===== config.mk =====
export PLATFORM = sky130hd
export DESIGN_NAME = spring_damper_joint_torque
export DESIGN_NICKNAME = d
export VERILOG_FILES = /design/src/rtl/core/sdjt_pkg.sv /design/src/rtl/core/spring_damper_joint_torque.sv /design/src/rtl/core/sdjt_regs.sv /design/src/rtl/core/sdjt_mul.sv /design/src/rtl/core/sdjt_div.sv
export SDC_FILE = /design/constraint.sdc
export NUM_CORES = 2
export LEC_CHECK = 0
export ABC_AREA = 1
export BUFFER_PORTS_ARGS = -buffer_cell sky130_fd_sc_hd__buf_2
export CAP_MARGIN = 20
export CORE_MARGIN = 4
export CORE_UTILIZATION = 40
export CTS_CLUSTER_SIZE = 20
export DETAILED_ROUTE_END_ITERATION = 12
export PLACE_DENSITY = 0.62
export SETUP_SLACK_MARGIN = 0.02
export SYNTH_ARGS = -nofsm -noshare
export SYNTH_HDL_FRONTEND = slang
export SYNTH_HIERARCHICAL = 1
export SYNTH_SLANG_ARGS = --single-unit

===== constraint.sdc =====
create_clock -name clk -period 7 [get_ports clk]
set_clock_uncertainty 0.2 [all_clocks]
set_input_delay 0.7 -clock clk [delete_from_list [all_inputs] [get_ports clk]]
set_output_delay 0.7 -clock clk [all_outputs]
set_load 0.02 [all_outputs]

===== src/rtl/core/sdjt_pkg.sv =====
`timescale 1ns / 1ps
// Shared types and constants for the spring-damper joint torque block.
// No dependencies; every other file in rtl/core imports this package.
package sdjt_pkg;

	// Number format of all data values.
	localparam int DATA_WIDTH = 32;
	localparam int FRAC_BITS  = 16;

	// Derived datapath widths.
	localparam int DISP_W     = DATA_WIDTH + 2;
	localparam int PROD_W     = 2 * DATA_WIDTH;
	localparam int SPRING_W   = PROD_W + 2;
	localparam int TORQUE_W   = PROD_W + 3;
	localparam int DIV_STEPS  = PROD_W;
	localparam int DIV_CNT_W  = $clog2(DIV_STEPS);

	// Register port layout.
	localparam int APB_DATA_W = (DATA_WIDTH > 32) ? 64 : 32;
	localparam int REG_SHIFT  = (DATA_WIDTH > 32) ? 3 : 2;
	localparam int REG_IDX_W  = 2;
	localparam int APB_ADDR_W = REG_SHIFT + REG_IDX_W;

	// Register indexes.
	localparam logic [REG_IDX_W-1:0] REG_ELASTICITY = 2'd0;
	localparam logic [REG_IDX_W-1:0] REG_OFFSET     = 2'd1;
	localparam logic [REG_IDX_W-1:0] REG_DAMPING    = 2'd2;

	// Operation codes of an input word.
	localparam logic OP_UPDATE = 1'b0;
	localparam logic OP_RESET  = 1'b1;

	typedef logic [DATA_WIDTH-1:0] word_t;

	// Saturation limits of a data word.
	localparam word_t SMAX = word_t'((64'd1 << (DATA_WIDTH - 1)) - 64'd1);
	localparam word_t SMIN = word_t'(64'd1 << (DATA_WIDTH - 1));

	// Configuration registers as seen by the datapath.
	typedef struct packed {
		word_t elasticity;
		word_t position_offset;
		word_t damping;
	} cfg_t;

endpackage


===== src/rtl/core/spring_damper_joint_torque.sv =====
`timescale 1ns / 1ps
// Spring-damper joint torque: sequencer, joint state and output register.
// Depends on sdjt_pkg, sdjt_regs, sdjt_mul and sdjt_div.
//
// Channel  Direction  Handshake                  Word
// item     in         item_valid / item_stall    op, measured_position, target_position,
//                                                time_step, rollback
// result   out        result_valid / result_stall torque, saturated
// config   in         psel / penable / pready    paddr, pwdata, prdata
//
// An update word passes S_PREP, S_MAG, S_MULA, S_MULB and S_MULC, waits
// in S_DIV on the one-bit-per-cycle divider over the 64-bit damping product
// if time_step is nonzero, then S_NEG and S_SUM. A reset word gives no result.
// After reset the stored position, held error and registers are zero.
// The block takes no new word until the current one is finished; a result
// waiting under result_stall holds the last step until the register frees.
module spring_damper_joint_torque (
	input  logic                            clk,
	input  logic                            arst_n,
	input  logic                            psel,
	input  logic                            penable,
	input  logic                            pwrite,
	input  logic [sdjt_pkg::APB_ADDR_W-1:0] paddr,
	input  logic [sdjt_pkg::APB_DATA_W-1:0] pwdata,
	output logic [sdjt_pkg::APB_DATA_W-1:0] prdata,
	output logic                            pready,
	input  logic                            item_valid,
	output logic                            item_stall,
	input  logic                            op,
	input  logic signed [sdjt_pkg::DATA_WIDTH-1:0] measured_position,
	input  logic signed [sdjt_pkg::DATA_WIDTH-1:0] target_position,
	input  logic [sdjt_pkg::DATA_WIDTH-1:0] time_step,
	input  logic                            rollback,
	output logic                            result_valid,
	input  logic                            result_stall,
	output logic signed [sdjt_pkg::DATA_WIDTH-1:0] torque,
	output logic                            saturated
);
	import sdjt_pkg::*;

	typedef enum logic [3:0] {
		S_IDLE,
		S_PREP,
		S_MAG,
		S_MULA,
		S_MULB,
		S_MULC,
		S_DIV,
		S_NEG,
		S_SUM
	} state_t;

	state_t state_q;
	cfg_t   cfg;

	// Captured input word.
	word_t                       meas_q;
	word_t                       tgt_q;
	word_t                       dt_q;
	logic                        rb_q;

	// Joint state.
	word_t                       prev_q;
	word_t                       held_q;

	// Intermediate values.
	word_t                       err_q;
	logic signed [DISP_W-1:0]    disp_q;
	logic [DATA_WIDTH:0]         disp_mag_q;
	word_t                       elas_mag_q;
	word_t                       err_mag_q;
	word_t                       damp_mag_q;
	logic                        spring_neg_q;
	logic                        damp_neg_q;
	logic [PROD_W:0]             spring_mag_q;
	logic signed [SPRING_W-1:0]  spring_q;
	logic signed [TORQUE_W-1:0]  damp_term_q;

	// Output register.
	logic                        result_valid_q;
	word_t                       torque_q;
	logic                        sat_q;

	// Combinational helpers.
	logic                        item_acc;
	logic                        res_free;
	logic                        dt_zero;
	logic signed [DATA_WIDTH:0]  diff_pm;
	word_t                       err_new;
	logic [DISP_W-1:0]           disp_abs;
	word_t                       mul_a;
	word_t                       mul_b;
	logic [PROD_W-1:0]           mul_p;
	logic [PROD_W-1:0]           div_quo;
	logic                        div_start;
	logic                        div_busy;
	logic                        div_done;
	logic [PROD_W-1:0]           quo_sel;
	logic signed [SPRING_W-1:0]  spring_sh;
	logic signed [TORQUE_W-1:0]  torque_full;
	logic [TORQUE_W-DATA_WIDTH:0] torque_top;
	logic                        in_range;
	word_t                       torque_sat;

	sdjt_regs u_regs (
		.clk     (clk),
		.arst_n  (arst_n),
		.psel    (psel),
		.penable (penable),
		.pwrite  (pwrite),
		.paddr   (paddr),
		.pwdata  (pwdata),
		.prdata  (prdata),
		.cfg     (cfg)
	);

	sdjt_mul u_mul (
		.clk (clk),
		.a   (mul_a),
		.b   (mul_b),
		.p_q (mul_p)
	);

	sdjt_div u_div (
		.clk      (clk),
		.arst_n   (arst_n),
		.start    (div_start),
		.dividend (mul_p),
		.divisor  (dt_q),
		.quotient (div_quo),
		.busy     (div_busy),
		.done     (div_done)
	);

	// Handshakes.
	assign pready       = 1'b1;
	assign item_stall   = (state_q != S_IDLE);
	assign item_acc     = item_valid & ~item_stall;
	assign res_free     = ~result_valid_q | ~result_stall;
	assign result_valid = result_valid_q;
	assign torque       = torque_q;
	assign saturated    = sat_q;
	assign dt_zero      = (dt_q == '0);

	// Position error, saturated to the data range.
	assign diff_pm = $signed({prev_q[DATA_WIDTH-1], prev_q})
		- $signed({meas_q[DATA_WIDTH-1], meas_q});
	always_comb begin
		if (diff_pm[DATA_WIDTH] != diff_pm[DATA_WIDTH-1]) begin
			err_new = diff_pm[DATA_WIDTH] ? SMIN : SMAX;
		end else begin
			err_new = diff_pm[DATA_WIDTH-1:0];
		end
	end

	assign disp_abs = disp_q[DISP_W-1] ? DISP_W'(-disp_q) : DISP_W'(disp_q);

	// The multiplier serves the spring product first, then the damping product.
	assign mul_a = (state_q == S_MULA) ? disp_mag_q[DATA_WIDTH-1:0] : err_mag_q;
	assign mul_b = (state_q == S_MULA) ? elas_mag_q : damp_mag_q;

	assign div_start = (state_q == S_MULC) & ~dt_zero;
	assign quo_sel   = dt_zero ? '0 : div_quo;

	// Final sum and saturation.
	assign spring_sh   = spring_q >>> FRAC_BITS;
	assign torque_full = TORQUE_W'(spring_sh) + damp_term_q;
	assign torque_top  = torque_full[TORQUE_W-1:DATA_WIDTH-1];
	assign in_range    = (&torque_top) | ~(|torque_top);
	always_comb begin
		if (in_range) begin
			torque_sat = torque_full[DATA_WIDTH-1:0];
		end else begin
			torque_sat = torque_full[TORQUE_W-1] ? SMIN : SMAX;
		end
	end

	// Sequencer, joint state and output register.
	always_ff @(posedge clk or negedge arst_n) begin
		if (!arst_n) begin
			state_q        <= S_IDLE;
			prev_q         <= '0;
			held_q         <= '0;
			result_valid_q <= 1'b0;
			torque_q       <= '0;
			sat_q          <= 1'b0;
		end else begin
			// The last step reloads the output register itself.
			if (result_valid_q && !result_stall && state_q != S_SUM) begin
				result_valid_q <= 1'b0;
			end
			unique case (state_q)
				S_IDLE: begin
					if (item_acc) begin
						if (op == OP_RESET) begin
							prev_q <= measured_position;
						end else begin
							state_q <= S_PREP;
						end
					end
				end
				S_PREP: begin
					prev_q <= meas_q;
					if (!rb_q) begin
						held_q <= err_new;
					end
					state_q <= S_MAG;
				end
				S_MAG:  state_q <= S_MULA;
				S_MULA: state_q <= S_MULB;
				S_MULB: state_q <= S_MULC;
				S_MULC: state_q <= dt_zero ? S_NEG : S_DIV;
				S_DIV: begin
					if (div_done) begin
						state_q <= S_NEG;
					end
				end
				S_NEG:  state_q <= S_SUM;
				S_SUM: begin
					if (res_free) begin
						result_valid_q <= 1'b1;
						torque_q       <= torque_sat;
						sat_q          <= ~in_range;
						state_q        <= S_IDLE;
					end
				end
				default: state_q <= S_IDLE;
			endcase
		end
	end

	// Datapath registers, loaded step by step under the sequencer.
	always_ff @(posedge clk) begin
		unique case (state_q)
			S_IDLE: begin
				if (item_acc) begin
					meas_q <= measured_position;
					tgt_q  <= target_position;
					dt_q   <= time_step;
					rb_q   <= rollback;
				end
			end
			S_PREP: begin
				err_q  <= rb_q ? held_q : err_new;
				disp_q <= DISP_W'($signed(meas_q)) - DISP_W'($signed(tgt_q))
					+ DISP_W'($signed(cfg.position_offset));
			end
			S_MAG: begin
				disp_mag_q   <= disp_abs[DATA_WIDTH:0];
				elas_mag_q   <= cfg.elasticity[DATA_WIDTH-1] ? -cfg.elasticity
					: cfg.elasticity;
				damp_mag_q   <= cfg.damping[DATA_WIDTH-1] ? -cfg.damping : cfg.damping;
				err_mag_q    <= err_q[DATA_WIDTH-1] ? -err_q : err_q;
				spring_neg_q <= disp_q[DISP_W-1] ^ cfg.elasticity[DATA_WIDTH-1];
				damp_neg_q   <= err_q[DATA_WIDTH-1] ^ cfg.damping[DATA_WIDTH-1];
			end
			S_MULB: begin
				// Add the top displacement bit's share of the spring product.
				spring_mag_q <= {1'b0, mul_p}
					+ (disp_mag_q[DATA_WIDTH] ? {1'b0, elas_mag_q, {DATA_WIDTH{1'b0}}} : '0);
			end
			S_MULC: begin
				spring_q <= spring_neg_q ? -$signed({1'b0, spring_mag_q})
					: $signed({1'b0, spring_mag_q});
			end
			S_NEG: begin
				// The damping term is subtracted, so its sign flips here.
				damp_term_q <= damp_neg_q ? $signed(TORQUE_W'(quo_sel))
					: -$signed(TORQUE_W'(quo_sel));
			end
			default: ;
		endcase
	end

`ifndef ASSERT_OFF
	// A clipped torque sits exactly at one of the two limits.
	a_sat_limit: assert property (@(posedge clk) disable iff (!arst_n)
		result_valid_q && sat_q |-> torque_q == SMAX || torque_q == SMIN)
		else $error("saturated torque is not at a limit");

	// A reset word gives no result and leaves the sequencer idle.
	a_reset_word: assert property (@(posedge clk) disable iff (!arst_n)
		item_acc && op == OP_RESET |=> state_q == S_IDLE && !$rose(result_valid_q))
		else $error("reset word started work or gave a result");

	// An update word starts the sequence.
	a_update_start: assert property (@(posedge clk) disable iff (!arst_n)
		item_acc && op == OP_UPDATE |=> state_q == S_PREP)
		else $error("update word did not start the sequence");

	// The divider finishes only while the sequencer waits for it.
	a_div_done: assert property (@(posedge clk) disable iff (!arst_n)
		div_done |-> state_q == S_DIV)
		else $error("divider finished outside the wait state");

	// The quotient is stable once the sign step reads it.
	a_div_idle: assert property (@(posedge clk) disable iff (!arst_n)
		state_q == S_NEG |-> !div_busy)
		else $error("divider still busy when its quotient is used");
`endif

endmodule


===== src/rtl/core/sdjt_regs.sv =====
`timescale 1ns / 1ps
// Configuration register file with an APB-style write and read port.
// Depends on sdjt_pkg for the register layout and the cfg_t struct.
module sdjt_regs (
	input  logic                            clk,
	input  logic                            arst_n,
	input  logic                            psel,
	input  logic                            penable,
	input  logic                            pwrite,
	input  logic [sdjt_pkg::APB_ADDR_W-1:0] paddr,
	input  logic [sdjt_pkg::APB_DATA_W-1:0] pwdata,
	output logic [sdjt_pkg::APB_DATA_W-1:0] prdata,
	output sdjt_pkg::cfg_t                  cfg
);
	import sdjt_pkg::*;

	logic [REG_IDX_W-1:0] idx;
	logic                 wr_en;
	cfg_t                 cfg_q;
	word_t                wdata;

	assign idx   = paddr[APB_ADDR_W-1:REG_SHIFT];
	assign wr_en = psel & penable & pwrite;
	assign wdata = pwdata[DATA_WIDTH-1:0];
	assign cfg   = cfg_q;

	// Register writes complete in the access cycle.
	always_ff @(posedge clk or negedge arst_n) begin
		if (!arst_n) begin
			cfg_q <= '0;
		end else if (wr_en) begin
			unique case (idx)
				REG_ELASTICITY: cfg_q.elasticity      <= wdata;
				REG_OFFSET:     cfg_q.position_offset <= wdata;
				REG_DAMPING:    cfg_q.damping         <= wdata;
				default:        ;
			endcase
		end
	end

	// Read data follows the address; unmapped addresses read as zero.
	always_comb begin
		unique case (idx)
			REG_ELASTICITY: prdata = APB_DATA_W'(cfg_q.elasticity);
			REG_OFFSET:     prdata = APB_DATA_W'(cfg_q.position_offset);
			REG_DAMPING:    prdata = APB_DATA_W'(cfg_q.damping);
			default:        prdata = '0;
		endcase
	end

endmodule


===== src/rtl/core/sdjt_mul.sv =====
`timescale 1ns / 1ps
// Shared unsigned multiplier with a registered product.
// Depends on sdjt_pkg for the data and product widths.
module sdjt_mul (
	input  logic                        clk,
	input  sdjt_pkg::word_t             a,
	input  sdjt_pkg::word_t             b,
	output logic [sdjt_pkg::PROD_W-1:0] p_q
);
	import sdjt_pkg::*;

	// One full-width product per cycle, registered before use.
	always_ff @(posedge clk) begin
		p_q <= PROD_W'(a) * PROD_W'(b);
	end

endmodule


===== src/rtl/core/sdjt_div.sv =====
`timescale 1ns / 1ps
// Restoring divider, one quotient bit per cycle, truncating toward zero.
// Depends on sdjt_pkg for the widths; the divisor must be nonzero.
module sdjt_div (
	input  logic                        clk,
	input  logic                        arst_n,
	input  logic                        start,
	input  logic [sdjt_pkg::PROD_W-1:0] dividend,
	input  sdjt_pkg::word_t             divisor,
	output logic [sdjt_pkg::PROD_W-1:0] quotient,
	output logic                        busy,
	output logic                        done
);
	import sdjt_pkg::*;

	logic [DATA_WIDTH-1:0] rem_q;
	logic [DATA_WIDTH-1:0] dvs_q;
	logic [PROD_W-1:0]     quo_q;
	logic [DIV_CNT_W-1:0]  cnt_q;
	logic                  busy_q;
	logic                  done_q;
	logic [DATA_WIDTH:0]   trial;
	logic [DATA_WIDTH+1:0] diff;
	logic                  fits;

	// Shift the next dividend bit into the remainder and try a subtract.
	assign trial = {rem_q, quo_q[PROD_W-1]};
	assign diff  = {1'b0, trial} - {2'b00, dvs_q};
	assign fits  = ~diff[DATA_WIDTH+1];

	assign quotient = quo_q;
	assign busy     = busy_q;
	assign done     = done_q;

	// Iteration control.
	always_ff @(posedge clk or negedge arst_n) begin
		if (!arst_n) begin
			busy_q <= 1'b0;
			done_q <= 1'b0;
			cnt_q  <= '0;
		end else begin
			done_q <= 1'b0;
			if (start) begin
				busy_q <= 1'b1;
				cnt_q  <= '0;
			end else if (busy_q) begin
				cnt_q <= cnt_q + 1'b1;
				if (cnt_q == DIV_CNT_W'(DIV_STEPS - 1)) begin
					busy_q <= 1'b0;
					done_q <= 1'b1;
				end
			end
		end
	end

	// Remainder and quotient registers; the quotient shifts in over the dividend.
	always_ff @(posedge clk) begin
		if (start) begin
			rem_q <= '0;
			dvs_q <= divisor;
			quo_q <= dividend;
		end else if (busy_q) begin
			rem_q <= fits ? diff[DATA_WIDTH-1:0] : trial[DATA_WIDTH-1:0];
			quo_q <= {quo_q[PROD_W-2:0], fits};
		end
	end

endmodule


==> summary.txt <==
Die
  • Die X: 481 um
  • Site row count: 173
  • Die Y: 481 um
  • I/O pins: 209
  • Core Area: 0.223 mm2
  • Die ar.: 0.232 mm2
  • Starting Density: 0.403

Place
  • DP Area: 0.0978 mm2
  • Global placement routability congestion: 0.991
  • Number of port buffers: 205
  • Final HPWL DP: 217 mm

Finish
  • Share of cells above drive strength 1: 0.121
  • Post-route cell area: 0.105 mm2
  • Area Overhead vs Synth: 17.1%
  • Final core utilization: 0.471
  • Most common cell after layout, fill and taps aside: nand2_1
  • Layout Nets: 13.9k
  • Most frequent cells in the layout: nand2_1 (3798), inv_1 (2717), fa_1 (891)

Timing
  • Max-slew headroom: 0.260
  • Final hold vios: 0
  • Final Critical Period: 7.74 ns
  • Slew Viols, Final: 0
  • Setup WS post-layout: -0.745 ns
  • RSZ-0062 raised after global routing: true
  • FMAX: 0.129 GHz
  • Setup TNS: -28.16 ns
  • Actual slew at the worst max-slew pin: 1.11 ns
  • Final setup viols: 52
  • Period utilization: 1.11

Worst setup path
  • CP arrival: 8.19 ns
  • Slowest stage cell, crit path: fa_1
  • Buf/Inv on CP: 11
  • Crit path required time: 7.45 ns
  • CP top delay family: adder cells
  • Crit. End Element: flip-flop
  • Crit path max fanout: 9
  • Critical path type: reg -> reg
  • Critical Path Max Stage Delay: 0.59 ns
  • CP dominant cell by count: fa_1
  • Type of origin of the critical path: flip-flop

Yosys
  • Sequential cell area fraction in the yosys report: 0.270
  • Cell count after synthesis: 11.8k
  • Area contributors post-synth: fa_1 (21%), edfxtp_1 (19%), nand2_1 (16%)
  • YS warnings: 6
  • Post-Syn Area: 0.0897 mm2
  • Most used DFF post-synth: edfxtp_1
  • Asr flop ratio synth: 0.236
  • Largest area contributor in the netlist: fa_1
  • Yosys reg bits: 874
  • Netlist cell types: 63
  • Post-Syn Nets: 13.3k
  • Avg Synthesized Cell Area: 7.63 um2
  • Synth top area share: 0.208
  • EDFF count, synth: 572

Run status
  • Outcome: finished with violations
  • Failing checks: negative setup slack

Drt
  • Final WL: 283 mm
  • Routed WL per cell: 18.3 um
  • Via count: 74.5k
  • Avg Vias per Cell: 4.83
  • Initial DRC Count: 5673
  • Residual DRC count: 0
  • Final ANT Viol Nets: 0
  • Initial DRT Pass Iterations: 6

Job
  • Max cap viols: 0

CTS
  • Clock slew at reported path FFs: 0.06 ns
  • CTS tree: built
  • H-tree depth: 3
  • Clock buffer count from CTS: 93
  • Later-pin clock latency in the skew report: 0.76 ns
  • CTS root buffer: clkbuf_16
  • Clock Path Buffers: 3
  • Clk sinks: 874

Global routing
  • Number of global-route vias before repair: 73.0k
  • Largest net degree at the start of global routing: 154
  • Initial antenna violation count: 11
  • First-pass GRT wire length: 415 mm
  • GR Overflow Total: 0
  • GRT Util Overall: 0.228

Min path
  • Worst Hold Class: in -> reg
[per-stage QoR]
stage	cells	hold slack [ns]	setup slack [ns]
global placement	15000	0.216	-0.576
finish	15400	0.0582	-0.745
CTS	15300	0.00247	-0.588
global route	15400	0.0165	-0.981
detailed placement	15000	0.215	-0.642
floorplan	11800	0.204	-0.0481
[sequential cells by signal (all words and copies together), names as in the netlist, 33 cells and up]
register	cells
u_div/quotient	64
disp_mag_q	33
spring_mag_q	65
u_regs/cfg	96
spring_q	50
damp_term_q	67
disp_q	34
u_mul/p_q	64
[path summary, 6_finish.rpt]
check                              from              end  slack [ns]  cells after the start
min in group asynchronous        arst_n        torque[2]        0.27                      2
setup reg to reg             state_q[3]    u_mul/p_q[50]       -0.74                     31
max in group asynchronous        arst_n       prev_q[30]        4.95                      3
hold reg to reg            u_mul/p_q[0]  spring_mag_q[0]        0.23                      0
setup / recovery             state_q[3]    u_mul/p_q[50]       -0.74                     31
hold / removal               pwdata[28]   u_regs/cfg[28]        0.06                      3
[cell type report]
type / instances / area, um2
antenna: 3 / 7.51
clock buffer: 121 / 2470
clock inverter: 55 / 678
fill: 21800 / 118000
inverter: 2813 / 10600
multi-input combinational: 7766 / 56200
sequential: 874 / 24300
tap: 2975 / 3720
timing repair buffer: 831 / 7050
[cells in the mapped netlist (5+ instances only)]
| master | number |
|---|---|
| nand2_1 | 3931 |
| inv_1 | 2790 |
| fa_1 | 932 |
| nor2_1 | 618 |
| edfxtp_1 | 572 |
| ha_1 | 465 |
| nand3_1 | 341 |
| clkbuf_1 | 261 |
| a21oi_1 | 248 |
| xor2_1 | 237 |
| dfrtp_1 | 206 |
| xnor2_1 | 164 |
| o21ai_0 | 147 |
| nor3_1 | 97 |
| dfxtp_1 | 96 |
| nand4_1 | 72 |
| mux2_2 | 64 |
| a31oi_1 | 58 |
| nor4_1 | 47 |
| nor2_2 | 37 |
| buf_2 | 36 |
| nand2_2 | 31 |
| o21ai_1 | 23 |
| nand3b_1 | 21 |
| o21bai_1 | 21 |
| inv_2 | 20 |
| o31ai_1 | 17 |
| a21boi_2 | 15 |
| a21boi_0 | 14 |
| or2_2 | 14 |
| and2_1 | 13 |
| o21a_1 | 13 |
| buf_6 | 12 |
| nand3_2 | 11 |
| buf_1 | 10 |
| buf_4 | 10 |
| nor3_2 | 10 |
| o41ai_1 | 10 |
| a21o_1 | 6 |
| nor2_4 | 6 |
| o211ai_1 | 6 |
| a21boi_1 | 5 |
[repair_timing]
item                                    4_1_cts  5_1_grt
buffers inserted                              2       54
cloned                                        1       40
hold endpoints to repair                    250        0
endpoints found under the setup margin       53       54
gates resized for setup                      45      362
pin swaps                                     4       89
hold buffers                                125        0
[tightest hold or removal path: cells and delay by family]
kind          cells  cell delay (ns)
simple gates      2             0.12
buf+inv           1             0.12
[layer usage]
| metal | global-route usage | wire (um) | vias to the layer above | share of wire |
|---|---|---|---|---|
| li1 | - | - | 36400 | - |
| met2 | 0.383 | 132000 | 2459 | 0.47 |
| met5 | 0 | 80 | - | 0.00028 |
| met1 | 0.308 | 118000 | 35100 | 0.42 |
| met3 | 0.0294 | 18700 | 600 | 0.066 |
| met4 | 0.0680 | 14200 | 12 | 0.050 |
[kinds of logic after synthesis]
kind of cell | count (synthesis) | share of synthesized area
AO/OA/AOI/OAI | 608 | 0.0395
buffers and inverters | 3144 | 0.134
AND/OR/NAND/NOR | 5263 | 0.236
other | 1 | 0.0000418
XOR/XNOR | 401 | 0.0392
adder cells (fa/ha/maj) | 1397 | 0.273
multiplexers | 64 | 0.00804
flip-flops | 874 | 0.270
Power is not shown: default switching activity piles up to over one toggle a cycle in this logic, so the estimate is an artifact.
